### src/rtl/assert_macros.svh
// Assertion helpers for the RTL; included by gnss_time_to_calendar.
// Each macro expects signals named clk and rst in the enclosing module.
`ifndef ASSERT_MACROS_SVH
`define ASSERT_MACROS_SVH

// Same-cycle implication, checked at every rising edge outside reset.
`define GTC_ASSERT_IMP(label, ante, cons, msg) \
  label: assert property (@(posedge clk) disable iff (rst) (ante) |-> (cons)) \
    else $error(msg);

// Next-cycle implication.
`define GTC_ASSERT_NXT(label, ante, cons, msg) \
  label: assert property (@(posedge clk) disable iff (rst) (ante) |=> (cons)) \
    else $error(msg);

`endif

### src/rtl/gtc_pkg.sv
// Types and constants for the GNSS time to calendar converter.
// No dependencies; imported by gnss_time_to_calendar.
`default_nettype none

package gtc_pkg;

  localparam int YEAR_W   = 12;
  localparam int MONTH_W  = 4;
  localparam int DAY_W    = 5;
  localparam int HOUR_W   = 5;
  localparam int MINUTE_W = 6;
  localparam int SECOND_W = 6;
  localparam int CFG_W    = 7;

  // Register stages from the input register to the output register.
  localparam int PIPE_DEPTH = 11;

  localparam int POSIX_OFFSET   = 315964800;
  localparam int GLONASS_OFFSET = 10800;
  localparam int BDT_OFFSET     = 14;
  localparam int TAI_OFFSET     = 19;
  localparam int CYCLE_DAYS     = 365 * 4 + 1;
  localparam int YEAR_BASE      = 1970;

  typedef enum logic [2:0] {
    SYS_GPS     = 3'd0,
    SYS_GALILEO = 3'd1,
    SYS_QZSS    = 3'd2,
    SYS_BEIDOU  = 3'd3,
    SYS_GLONASS = 3'd4,
    SYS_UTC     = 3'd5,
    SYS_TAI     = 3'd6
  } time_sys_t;

  typedef enum logic [1:0] {
    REG_TIME_SYSTEM = 2'd0,
    REG_LEAP_NAV    = 2'd1,
    REG_LEAP_SET    = 2'd2
  } cfg_reg_t;

  // GPS times at which the leap count steps up by one; the count is the
  // number of steps at or before the time.
  localparam int LEAP_STEPS = 18;
  localparam logic [31:0] LEAP_START [LEAP_STEPS] = '{
    32'd46828801,   32'd78364802,   32'd109900803,  32'd173059204,
    32'd252028805,  32'd315187206,  32'd346723207,  32'd393984008,
    32'd425520009,  32'd457056010,  32'd504489611,  32'd551750412,
    32'd599184013,  32'd820108814,  32'd914803215,  32'd1025136016,
    32'd1119744017, 32'd1167264018
  };

  // First day of each year within the four-year cycle; the third is leap.
  localparam logic [10:0] YEAR_START [4] = '{11'd0, 11'd365, 11'd730, 11'd1096};
  localparam logic [1:0]  LEAP_YEAR_IDX  = 2'd2;

  localparam logic [8:0] MONTH_START_COMMON [12] = '{
    9'd0, 9'd31, 9'd59, 9'd90, 9'd120, 9'd151,
    9'd181, 9'd212, 9'd243, 9'd273, 9'd304, 9'd334
  };
  localparam logic [8:0] MONTH_START_LEAP [12] = '{
    9'd0, 9'd31, 9'd60, 9'd91, 9'd121, 9'd152,
    9'd182, 9'd213, 9'd244, 9'd274, 9'd305, 9'd335
  };

  // Reciprocals for the constant divisions. 86400 = 128 * 675; the 675
  // quotient is corrected by one step, the others are exact over their range.
  localparam int DIV675_SHIFT = 36;
  localparam logic [26:0] RECIP_675 = 27'((64'd1 << DIV675_SHIFT) / 675);
  localparam int DIV60_SHIFT = 23;
  localparam logic [17:0] RECIP_60 = 18'(((64'd1 << DIV60_SHIFT) + 59) / 60);
  localparam int HOUR_SHIFT = 17;
  localparam logic [11:0] RECIP_60_SHORT = 12'(((64'd1 << HOUR_SHIFT) + 59) / 60);
  localparam int DIVCYC_SHIFT = 28;
  localparam logic [17:0] RECIP_CYCLE =
    18'(((64'd1 << DIVCYC_SHIFT) + CYCLE_DAYS - 1) / CYCLE_DAYS);

endpackage

`default_nettype wire

### src/rtl/gnss_time_to_calendar.sv
// GNSS time to calendar converter: GPS seconds plus fraction in, broken-down
// date and time out. Depends on gtc_pkg and assert_macros.svh.
//
// Usage:
//   Input channel: drive gps_seconds and sub_second and raise start; the item
//   is taken at every rising edge with start high and busy low. busy stays low,
//   so a new timestamp may be offered in every cycle.
//   Result channel: done is high for exactly one cycle while year, month, day,
//   hour, minute, second and sub_second_out hold the result. The receiver
//   must take it in that cycle; it cannot push back.
//   Throughput is one item per cycle. The pipeline depth comes from the chain of
//   constant-divisor reciprocal multiplies (seconds to days, days to four-year
//   cycles, seconds of day to minutes and hours), each followed by a register.
//   Configuration: cfg_write with cfg_index selects time system (0), leap
//   override from navigation (1) or from settings (2); index 3 is ignored.
//   Write only while no item is in flight.
//   Reset clears all stage valids and loads GPS time with both leap overrides
//   unset; items in flight at reset are dropped.
`default_nettype none

`include "assert_macros.svh"

module gnss_time_to_calendar #(
  parameter int FRACTION_BITS = 24
) (
  input  logic                          clk,
  input  logic                          rst,
  input  logic                          start,
  output logic                          busy,
  input  logic [31:0]                   gps_seconds,
  input  logic [FRACTION_BITS-1:0]      sub_second,
  input  logic                          cfg_write,
  input  logic [1:0]                    cfg_index,
  input  logic [gtc_pkg::CFG_W-1:0]     cfg_data,
  output logic                          done,
  output logic [gtc_pkg::YEAR_W-1:0]    year,
  output logic [gtc_pkg::MONTH_W-1:0]   month,
  output logic [gtc_pkg::DAY_W-1:0]     day,
  output logic [gtc_pkg::HOUR_W-1:0]    hour,
  output logic [gtc_pkg::MINUTE_W-1:0]  minute,
  output logic [gtc_pkg::SECOND_W-1:0]  second,
  output logic [FRACTION_BITS-1:0]      sub_second_out
);
  import gtc_pkg::*;

  logic [2:0]       time_sys;
  logic [CFG_W-1:0] leap_nav;
  logic [CFG_W-1:0] leap_set;

  logic [PIPE_DEPTH-1:0]    vld;
  logic [FRACTION_BITS-1:0] frac_line [PIPE_DEPTH];
  logic                     accept;

  // stage registers
  logic signed [33:0]    t0, t1;
  logic                  app0, app1;
  logic [LEAP_STEPS-1:0] ge1;
  logic [32:0]           posix2;
  logic [25:0]           x3;
  logic [6:0]            lo3, lo4;
  logic [16:0]           q3, q4;
  logic [10:0]           r4;
  logic [16:0]           rem5, days5, rem6, days6;
  logic [10:0]           mod6, mod7;
  logic [6:0]            cyc6, cyc7, cyc8, cyc9;
  logic [SECOND_W-1:0]   sec7, sec8, sec9;
  logic [HOUR_W-1:0]     hour7, hour8, hour9;
  logic [MINUTE_W-1:0]   min8, min9;
  logic [10:0]           doy7;
  logic [1:0]            y8, y9;
  logic [8:0]            d8, d9;
  logic [3:0]            mon9;

  // combinational terms
  logic signed [33:0] t_shift;
  logic               apply_leap;
  logic [5:0]         leap_used;
  logic signed [33:0] posix_sum;
  logic [52:0]        prod675;
  logic [26:0]        q_times;
  logic [26:0]        x_diff;
  logic [34:0]        prod_min;
  logic [34:0]        prod_cyc;
  logic [22:0]        prod_hour;
  logic [16:0]        min_times;
  logic [16:0]        cyc_times;
  logic [16:0]        hour_times;
  logic [1:0]         y_c;
  logic [10:0]        d_c;
  logic [3:0]         mon_c;
  logic [8:0]         mstart;

  assign accept = start && !busy;
  assign busy   = 1'b0;

  always_ff @(posedge clk) begin
    if (rst) begin
      time_sys <= SYS_GPS;
      leap_nav <= '1;
      leap_set <= '1;
    end else if (cfg_write) begin
      case (cfg_index)
        REG_TIME_SYSTEM: time_sys <= cfg_data[2:0];
        REG_LEAP_NAV:    leap_nav <= cfg_data;
        REG_LEAP_SET:    leap_set <= cfg_data;
        default: ;
      endcase
    end
  end

  // time system shift
  always_comb begin
    t_shift    = $signed({2'b00, gps_seconds});
    apply_leap = 1'b0;
    case (time_sys)
      SYS_BEIDOU:  t_shift = t_shift - 34'(BDT_OFFSET);
      SYS_GLONASS: begin
        t_shift    = t_shift + 34'(GLONASS_OFFSET);
        apply_leap = 1'b1;
      end
      SYS_UTC:     apply_leap = 1'b1;
      SYS_TAI:     t_shift = t_shift + 34'(TAI_OFFSET);
      default: ;
    endcase
  end

  // leap count: navigation override, then settings override, then table
  always_comb begin
    if (!leap_nav[CFG_W-1]) begin
      leap_used = leap_nav[5:0];
    end else if (!leap_set[CFG_W-1]) begin
      leap_used = leap_set[5:0];
    end else begin
      leap_used = 6'($countones(ge1));
    end
    posix_sum = t1 + 34'(POSIX_OFFSET) - (app1 ? {28'b0, leap_used} : 34'd0);
  end

  always_comb begin
    prod675    = {27'b0, posix2[32:7]} * {26'b0, RECIP_675};
    q_times    = 27'(q3) * 27'(675);
    x_diff     = {1'b0, x3} - q_times;
    prod_min   = {18'b0, rem5} * {17'b0, RECIP_60};
    prod_cyc   = {18'b0, days5} * {17'b0, RECIP_CYCLE};
    min_times  = 17'(mod6) * 17'(60);
    cyc_times  = 17'(cyc6) * 17'(CYCLE_DAYS);
    prod_hour  = {12'b0, mod6} * {11'b0, RECIP_60_SHORT};
    hour_times = 17'(hour7) * 17'(60);
  end

  // year within the four-year cycle
  always_comb begin
    y_c = 2'd0;
    for (int k = 1; k < 4; k++) begin
      if (doy7 >= YEAR_START[k]) y_c = 2'(k);
    end
    d_c = doy7 - YEAR_START[y_c];
  end

  // month from day of year; parallel compares against month starts
  always_comb begin
    mon_c = 4'd0;
    for (int k = 1; k < 12; k++) begin
      if (d8 >= ((y8 == LEAP_YEAR_IDX) ? MONTH_START_LEAP[k] : MONTH_START_COMMON[k]))
        mon_c = 4'(k);
    end
    mstart = (y9 == LEAP_YEAR_IDX) ? MONTH_START_LEAP[mon9] : MONTH_START_COMMON[mon9];
  end

  always_ff @(posedge clk) begin
    if (rst) begin
      vld <= '0;
    end else begin
      vld <= {vld[PIPE_DEPTH-2:0], accept};
    end
  end

  always_ff @(posedge clk) begin
    frac_line[0] <= sub_second;
    for (int i = 1; i < PIPE_DEPTH; i++) frac_line[i] <= frac_line[i-1];

    // stage 0: shift into the output time system
    t0   <= t_shift;
    app0 <= apply_leap;
    // stage 1: compare against the leap steps
    t1   <= t0;
    app1 <= app0;
    for (int k = 0; k < LEAP_STEPS; k++) ge1[k] <= (t0 >= $signed({2'b00, LEAP_START[k]}));
    // stage 2: move onto the 1970 base
    posix2 <= posix_sum[32:0];
    // stage 3: estimate days = (posix >> 7) / 675
    x3  <= posix2[32:7];
    lo3 <= posix2[6:0];
    q3  <= prod675[DIV675_SHIFT+16:DIV675_SHIFT];
    // stage 4: remainder of the estimate
    q4  <= q3;
    lo4 <= lo3;
    r4  <= x_diff[10:0];
    // stage 5: correct the estimate by one step
    if (r4 >= 11'd675) begin
      days5 <= q4 + 17'd1;
      rem5  <= {10'(r4 - 11'd675), lo4};
    end else begin
      days5 <= q4;
      rem5  <= {r4[9:0], lo4};
    end
    // stage 6: minutes of day and four-year cycles
    rem6  <= rem5;
    days6 <= days5;
    mod6  <= prod_min[DIV60_SHIFT+10:DIV60_SHIFT];
    cyc6  <= prod_cyc[DIVCYC_SHIFT+6:DIVCYC_SHIFT];
    // stage 7: seconds, hours, day within the cycle
    sec7  <= SECOND_W'(rem6 - min_times);
    hour7 <= prod_hour[HOUR_SHIFT+HOUR_W-1:HOUR_SHIFT];
    mod7  <= mod6;
    doy7  <= 11'(days6 - cyc_times);
    cyc7  <= cyc6;
    // stage 8: minutes, year within the cycle
    min8  <= MINUTE_W'(17'(mod7) - hour_times);
    hour8 <= hour7;
    sec8  <= sec7;
    cyc8  <= cyc7;
    y8    <= y_c;
    d8    <= d_c[8:0];
    // stage 9: month
    mon9  <= mon_c;
    d9    <= d8;
    y9    <= y8;
    cyc9  <= cyc8;
    hour9 <= hour8;
    min9  <= min8;
    sec9  <= sec8;
    // stage 10: output register
    year   <= YEAR_W'(YEAR_BASE) + {3'b0, cyc9, 2'b00} + YEAR_W'(y9);
    month  <= mon9 + 4'd1;
    day    <= DAY_W'(d9 - mstart + 9'd1);
    hour   <= hour9;
    minute <= min9;
    second <= sec9;
  end

  assign done           = vld[PIPE_DEPTH-1];
  assign sub_second_out = frac_line[PIPE_DEPTH-1];

  `GTC_ASSERT_IMP(a_out_range, done, (month >= 4'd1 && month <= 4'd12 && day >= 5'd1 && day <= 5'd31 && hour <= 5'd23 && minute <= 6'd59 && second <= 6'd59), "result field out of range")
  `GTC_ASSERT_IMP(a_day_split, vld[5], (rem5 < 17'd86400), "seconds of day not below one day")
  `GTC_ASSERT_IMP(a_min_split, vld[6], (mod6 < 11'd1440 && cyc6 <= 7'd37), "minute or cycle count out of range")
  `GTC_ASSERT_NXT(a_leap_ovr, vld[1] && app1 && !leap_nav[CFG_W-1], (posix2 == 33'($past(t1) + 34'(POSIX_OFFSET) - {28'b0, $past(leap_nav[5:0])})), "navigation leap override not applied")

endmodule

`default_nettype wire
### config.mk
export PLATFORM = sky130hd
export DESIGN_NAME = gnss_time_to_calendar
export DESIGN_NICKNAME = d
export VERILOG_FILES = /design/src/rtl/gtc_pkg.sv /design/src/rtl/gnss_time_to_calendar.sv
export VERILOG_INCLUDE_DIRS = /design/src /design/src/rtl
export SDC_FILE = /design/constraint.sdc
export NUM_CORES = 2
export LEC_CHECK = 0
export BUFFER_PORTS_ARGS = -buffer_cell sky130_fd_sc_hd__buf_2
export CORE_MARGIN = 2
export CORE_UTILIZATION = 45
export DETAILED_ROUTE_END_ITERATION = 10
export GPL_TIMING_DRIVEN = 0
export SKIP_CTS_REPAIR_TIMING = 1
export SLEW_MARGIN = 10
export SYNTH_ARGS = -nofsm -noshare
export SYNTH_HDL_FRONTEND = slang
export SYNTH_SLANG_ARGS = --single-unit
### constraint.sdc
create_clock -name clk -period 10.5 [get_ports clk]
set_input_delay 0 -clock clk [delete_from_list [all_inputs] [get_ports clk]]
set_output_delay 0 -clock clk [all_outputs]
set_load 0.05 [all_outputs]
Yosys cells after proc, flatten, opt, wreduce, memory -nomap -nowiden
Memories as Yosys holds them, arrays and structs flattened.
Index checks and enable logic that the tools add are counted.
W data, S select, Z words.
{"block": "word_totals", "mem_bits_rw": 264, "latch_bits": 0, "n_memories": 3, "romBits": 288, "ff_bits": 430, "output_inout_bits": 64}
{"name": "frac_line", "words": 11, "word_bits": 24, "rd": 11, "rd_ports_with_merged_regs": 0, "wr": 11, "line": "gnss_time_to_calendar.sv:51", "rtl": "logic [FRACTION_BITS-1:0] frac_line [PIPE_DEPTH];"}
{"name": "(no name shown)", "words": 16, "word_bits": 9, "rd": 1, "rd_ports_with_merged_regs": 0, "wr": 0, "line": "gnss_time_to_calendar.sv:167", "rtl": "mstart = (y9 == LEAP_YEAR_IDX) ? MONTH_START_LEAP[mon9] : MONTH_START_COMMON[mon9];"}
{"name": "(no name shown)", "words": 16, "word_bits": 9, "rd": 1, "rd_ports_with_merged_regs": 0, "wr": 0, "line": "gnss_time_to_calendar.sv:167"}
{"block": "op_classes", "n_eq_ne": 8, "mux": 38, "order_cmp": 35, "addsub": 34, "div": 0, "n_reduce_logical": 7, "bitwise_logic": 2, "multipliers": 8, "shift": 0}
{"operator": "$ge A34 B30 Y1 const B", "n": 6}
{"operator": "$ge A34 B31 Y1 const B", "n": 5}
{"operator": "$pmux W34 S3", "n": 1}
{"operator": "$ge A34 B28 Y1 const B", "n": 2}
{"operator": "$ge A34 B29 Y1 const B", "n": 2}
{"operator": "$ge A34 B32 Y1 const B", "n": 2}
{"operator": "$mul A26 B24 Y50 const B", "n": 1}
{"operator": "$ge A9 B8 Y1", "n": 4}
{"operator": "$mul A17 B18 Y35 const B", "n": 1}
{"operator": "$ge A34 B27 Y1 const B", "n": 1}
{"operator": "$mul A17 B18 Y34 const B", "n": 1}
{"operator": "$mux W17", "n": 2}
{"operator": "$add A32 B14 Y33 const B", "n": 1}
{"operator": "$add A32 B5 Y33 const B", "n": 1}
{"operator": "$add A33 B29 Y33 const B", "n": 1}
{"operator": "$sub A32 B4 Y33 const B", "n": 1}
{"operator": "$sub A33 B6 Y33", "n": 1}
{"operator": "$mux W4", "n": 7}
{"operator": "$ge A9 B9 Y1", "n": 3}
{"operator": "$mux W5", "n": 5}
{"operator": "$bmux W11 S2", "n": 1}
{"operator": "$ge A11 B10 Y1 const B", "n": 2}
{"operator": "$mul A11 B12 Y22 const B", "n": 1}
{"operator": "$sub A11 B11 Y11", "n": 2}
{"operator": "40 further kinds", "n": 78}

Longest topological paths before layout
{"block": "depth", "ltp_word": 12, "mapped_depth": 25, "mapped_depth_nobuf": 25}

Least setup slack after synthesis
Ideal clock, no wire load.
{"block": "synth_path", "path_type": "register to register", "startpoint": "register ge1[0]", "endpoint": "register posix2[31]", "synth_period_minus_slack_ps": 6508, "stages_incl_launch_ff": 24, "n_path_buf": 0, "required_ps": 10409, "arrival_time_ps": 6417, "slack_ps": 3992, "path_cell_list": "dfxtp_1 inv_1 fa_1 fa_1 fa_1 fa_1 fa_1 inv_1 ha_1 fa_1 a21o_1 a21oi_1 a21oi_1 mux2_2 nand2_1 ha_1 ha_1 o21ai_0 a21boi_0 a211o_1 a311o_1 a2111oi_2 o21ai_0 a311oi_1"}
{"block": "synth_between", "elab_chain_len": 9}
{"element": "start: declaration", "line": "gnss_time_to_calendar.sv:57", "rtl": "logic [LEAP_STEPS-1:0] ge1;"}
{"element": "$add A1 B1 Y2 (not written as such)", "line": "gnss_time_to_calendar.sv:134", "rtl": "leap_used = 6'($countones(ge1));"}
{"element": "$add A2 B2 Y3 (not written as such)", "line": "gnss_time_to_calendar.sv:134"}
{"element": "$add A3 B3 Y4 (not written as such)", "line": "gnss_time_to_calendar.sv:134"}
{"element": "$add A4 B4 Y5 (not written as such)", "line": "gnss_time_to_calendar.sv:134"}
{"element": "$add A5 B2 Y6 (not written as such)", "line": "gnss_time_to_calendar.sv:134"}
{"element": "$mux W6", "line": "gnss_time_to_calendar.sv:131", "rtl": "end else if (!leap_set[CFG_W-1]) begin"}
{"element": "$mux W6", "line": "gnss_time_to_calendar.sv:129", "rtl": "if (!leap_nav[CFG_W-1]) begin"}
{"element": "$mux W6", "line": "gnss_time_to_calendar.sv:136", "rtl": "posix_sum = t1 + 34'(POSIX_OFFSET) - (app1 ? {28'b0, leap_used} : 34'd0);"}
{"element": "$sub A33 B6 Y33", "line": "gnss_time_to_calendar.sv:136"}
{"element": "net posix_sum[31]", "line": "gnss_time_to_calendar.sv:78", "rtl": "logic signed [33:0] posix_sum;"}
{"element": "end signal: assignment", "line": "gnss_time_to_calendar.sv:190", "rtl": "posix2 <= posix_sum[32:0];"}
{"element": "end: declaration", "line": "gnss_time_to_calendar.sv:58", "rtl": "logic [32:0] posix2;"}
The timed path passes the listed nets, and every way through them passes these cells.
A chain may end at the register's enable or synchronous reset.

Worst setup path after layout
{"block": "layout_path", "startpoint": "register posix2[12]", "endpoint": "register q3[16]"}
{"block": "layout_between", "elab_chain_len": 1}
{"element": "$mul A26 B24 Y50", "line": "gnss_time_to_calendar.sv:140", "rtl": "prod675 = {27'b0, posix2[32:7]} * {26'b0, RECIP_675};"}
{"element": "net prod675[52]", "line": "gnss_time_to_calendar.sv:79", "rtl": "logic [52:0] prod675;"}
{"element": "end signal: assignment", "line": "gnss_time_to_calendar.sv:194", "rtl": "q3 <= prod675[DIV675_SHIFT+16:DIV675_SHIFT];"}
{"element": "end: declaration", "line": "gnss_time_to_calendar.sv:61", "rtl": "logic [16:0] q3, q4;"}
The timed path passes the listed nets, and every way through them passes these cells.

==> impl_metrics.ini <==
[grt]
antenna_found_initial = 0
grt_max_degree = 16
grt_pass1_vias = 27806
grt_pass1_wl_um = 137000
grt_overflow = 0
grtUsageTotal_pct = 17.4

[synthesis]
synth_simple_gate_area_share_pct = 7.65
synthMuxAreaShare_pct = 0.472
synth_top_family_by_area = adder cells
synth_nets = 5209
synthCells = 4006
yosys.area_share.adder_pct = 40.2
async_reset_ff_share_pct = 0
seq_area_frac_synth_pct = 32.7
synth_seq_cells = 694
yosys.cell_types.count = 80
synthXorXnorAreaFrac_pct = 4.09
syn_area_um2 = 42400
synth-edff-count = 0
avgSynthCellArea_um2 = 10.6
synth-main-ff-cell = dfxtp_1
yosys_warnings = 0
synth_compound_area_share_pct = 7.56

[clock_network]
clk_pin_slew_worst_paths_ps = 60
cts_tree = built
cts_root_buf = clkbuf_16
clock_path_buffers = 3
clk_latency_ps = 660
h-tree-depth = 3
cts_inserted_buffers = 75
cts_sinks = 694

[drt]
firstDrtPassIters = 5
via_count = 27214
vias_per_cell = 4.84
post_drt_wl_per_cell_um = 14.6
wirelength_um = 81900
dr.first_iter.drc_count = 1010
ant_nets = 0
drc = 0

[setup_path]
crit_type = reg2reg
cp_num_cells = 21
crit_path_end_kind = register
crit_slowest_cell = dfxtp_1
cp_top_family = adder cells
critical_path.startpoint_type = register
ff2ff_path_depth = 21
rrSetupSlack_ps = 3040
arrival_ps = 8010
timing.rr.end = q3[16]$_DFF_P_
worst-path-buf-inv = 4
slowest_delay_ps = 820
r2r-start = posix2[12]$_DFF_P_
critPathRequiredTime_ps = 11060
worstPathMaxFanout = 11
cp_common_cell = fa_1
crit_chain = ha_1 -> ha_1 -> inv_1 -> fa_1 -> inv_1 -> fa_1 -> fa_1 -> fa_1 -> inv_1 -> fa_1 -> inv_1 -> ha_1 -> and4_1 -> and3_1 -> nand4_1 -> a221oi_1 -> nor4b_1 -> nor3b_1 -> a311o_1 -> a2111oi_0 -> a211oi_1

[final_layout]
num_antenna_cells = 0
nNetsFinal = 5515
syn_to_final_growth_pct = 14.1
drive_above_1_share_pct = 6.52
fillers = 8505

[timing]
worst_slew_pin_slew_ps = 1080
finalSetupTns_ps = 0
min_period_over_period_pct = 71.0
timing.final.crit_period_ps = 7460
hold_viol_final = 0
rsz0062_at_grt = no
fin_worst_skew_ps = 31.1
setup_viol = 0
slew_viol_final = 0
slew_headroom_pct = 26.1
fmax_ghz = 0.134

[status]
outcome = complete, no violations

[die]
dieArea_um2 = 96800
initial_utilization_pct = 45.5
die_w_um = 311
chipHeight_um = 311
rows = 112
design.core.area_um2 = 93300
io_pins = 133

[flow_run]
max_cap_viol_count = 0

[min_path]
whs_endpoint = t0[16]$_DFF_P_
hold_depth = 5
min_from = gps_seconds[12]
hold_path_class = in2reg

[place]
post-dp-hpwl_um = 65700
gp_congestion = 0.916
io_buffer_count = 123
[state kept, by name, summed over array words and instances, names as in the netlist, 12 cells and up]
signal and count:
posix2 33, q4 17, t0 34, t1 33, days5 17, year 12, q3 17, rem5 17
ge1 18, frac_line 264
[worst register-to-register path, delay by kind of cell, from the launching register on]
family | cells | cell delay, ps
fa+ha+maj | 8 | 3590
simple gates | 5 | 1570
compound gates | 4 | 1200
flops | 1 | 820
buf+inv | 4 | 220
[synthesized netlist by cell type, types with 23 or more instances]
master    number  area (um2)
nand3_1       67         335
nand2b_1      30         188
nor2b_1       39         244
ha_1         751        9400
nor4_1        23         144
a21oi_1      147         736
fa_1         383        7670
o21ai_0       97         485
nand4_1       31         194
clkbuf_1      59         221
nor3_1        46         230
xor2_1        68         596
xnor2_1      130        1140
nand2_1      155         582
dfxtp_1      694       13900
nor2_1       145         544
a21o_1        53         398
inv_1        754        2830
[worst max path at each step]
stage / slack, ps / endpoint / start
floorplan: 3990 / posix2[31]$_DFF_P_ / ge1[0]$_DFF_P_
CTS: 2980 / q3[16]$_DFF_P_ / posix2[12]$_DFF_P_
finish: 3040 / q3[16]$_DFF_P_ / posix2[12]$_DFF_P_
global route: 2660 / q3[16]$_DFF_P_ / posix2[12]$_DFF_P_
global placement: 2970 / q3[16]$_DFF_P_ / posix2[12]$_DFF_P_
detailed placement: 3000 / q3[16]$_DFF_P_ / posix2[12]$_DFF_P_
[cell families after synthesis]
group / Yosys count
adders and majority gates: 1134
buffers and inverters: 819
DFF: 694
and+or+nand+nor: 644
AOI/OAI and AO/OA: 498
xor gates and xnor gates: 198
muxes: 18
other: 1
[placed cells by master (no fill, tap or decap), drive strengths merged, types with 20 or more instances in the layout]
cell           n
nor3          46
nand3b        20
a31oi         22
clkbuf       162
nor4          23
nand2        155
a211oi        22
o21ai         98
dfxtp        694
nand2b        30
xnor2        130
inv          760
fa           383
nand4         31
a21oi        147
and3          20
xor2          68
nor2         146
nor2b         39
buf          129
ha           751
dlygate4sd3  106
nand3         68
a21o          54
[layer usage]
metal	wire length (um)	GRT usage, %
met5	0	0
met4	2230	5.68
met3	2630	2.44
met2	39700	30.4
met1	37400	22.2
[stage by stage]
| step | area, um2 | hold WS [ps] | std cells | setup WS [ps] | utilization, % |
|---|---|---|---|---|---|
| 2_1_floorplan | 42400 | 27.7 | 4006 | 3990 | - |
| 4_1_cts | 47300 | -628 | 5520 | 2980 | 50.7 |
| 6_report | 48400 | 32.2 | 5626 | 3040 | 51.9 |
| 5_1_grt | 48400 | 47.3 | 5626 | 2660 | 51.9 |
| 3_5_place_dp | 44600 | 104 | 5383 | 3000 | 47.8 |
| 3_3_place_gp | 44600 | 102 | 5383 | 2970 | 47.8 |
[cell type report]
cell class / count / area [um2] / area share [%]
sequential: 694 / 13900 / 28.7
clock buffer: 103 / 2110 / 4.36
inverter: 754 / 2830 / 5.85
timing repair buffer: 229 / 1680 / 3.46
clock inverter: 34 / 613 / 1.27
multi-input combinational: 2493 / 25500 / 52.6
buffer: 65 / 258 / 0.532
tap: 1254 / 1570 / 3.24
Power is not shown: default switching activity piles up to over one toggle a cycle in this logic, so the estimate is an artifact.
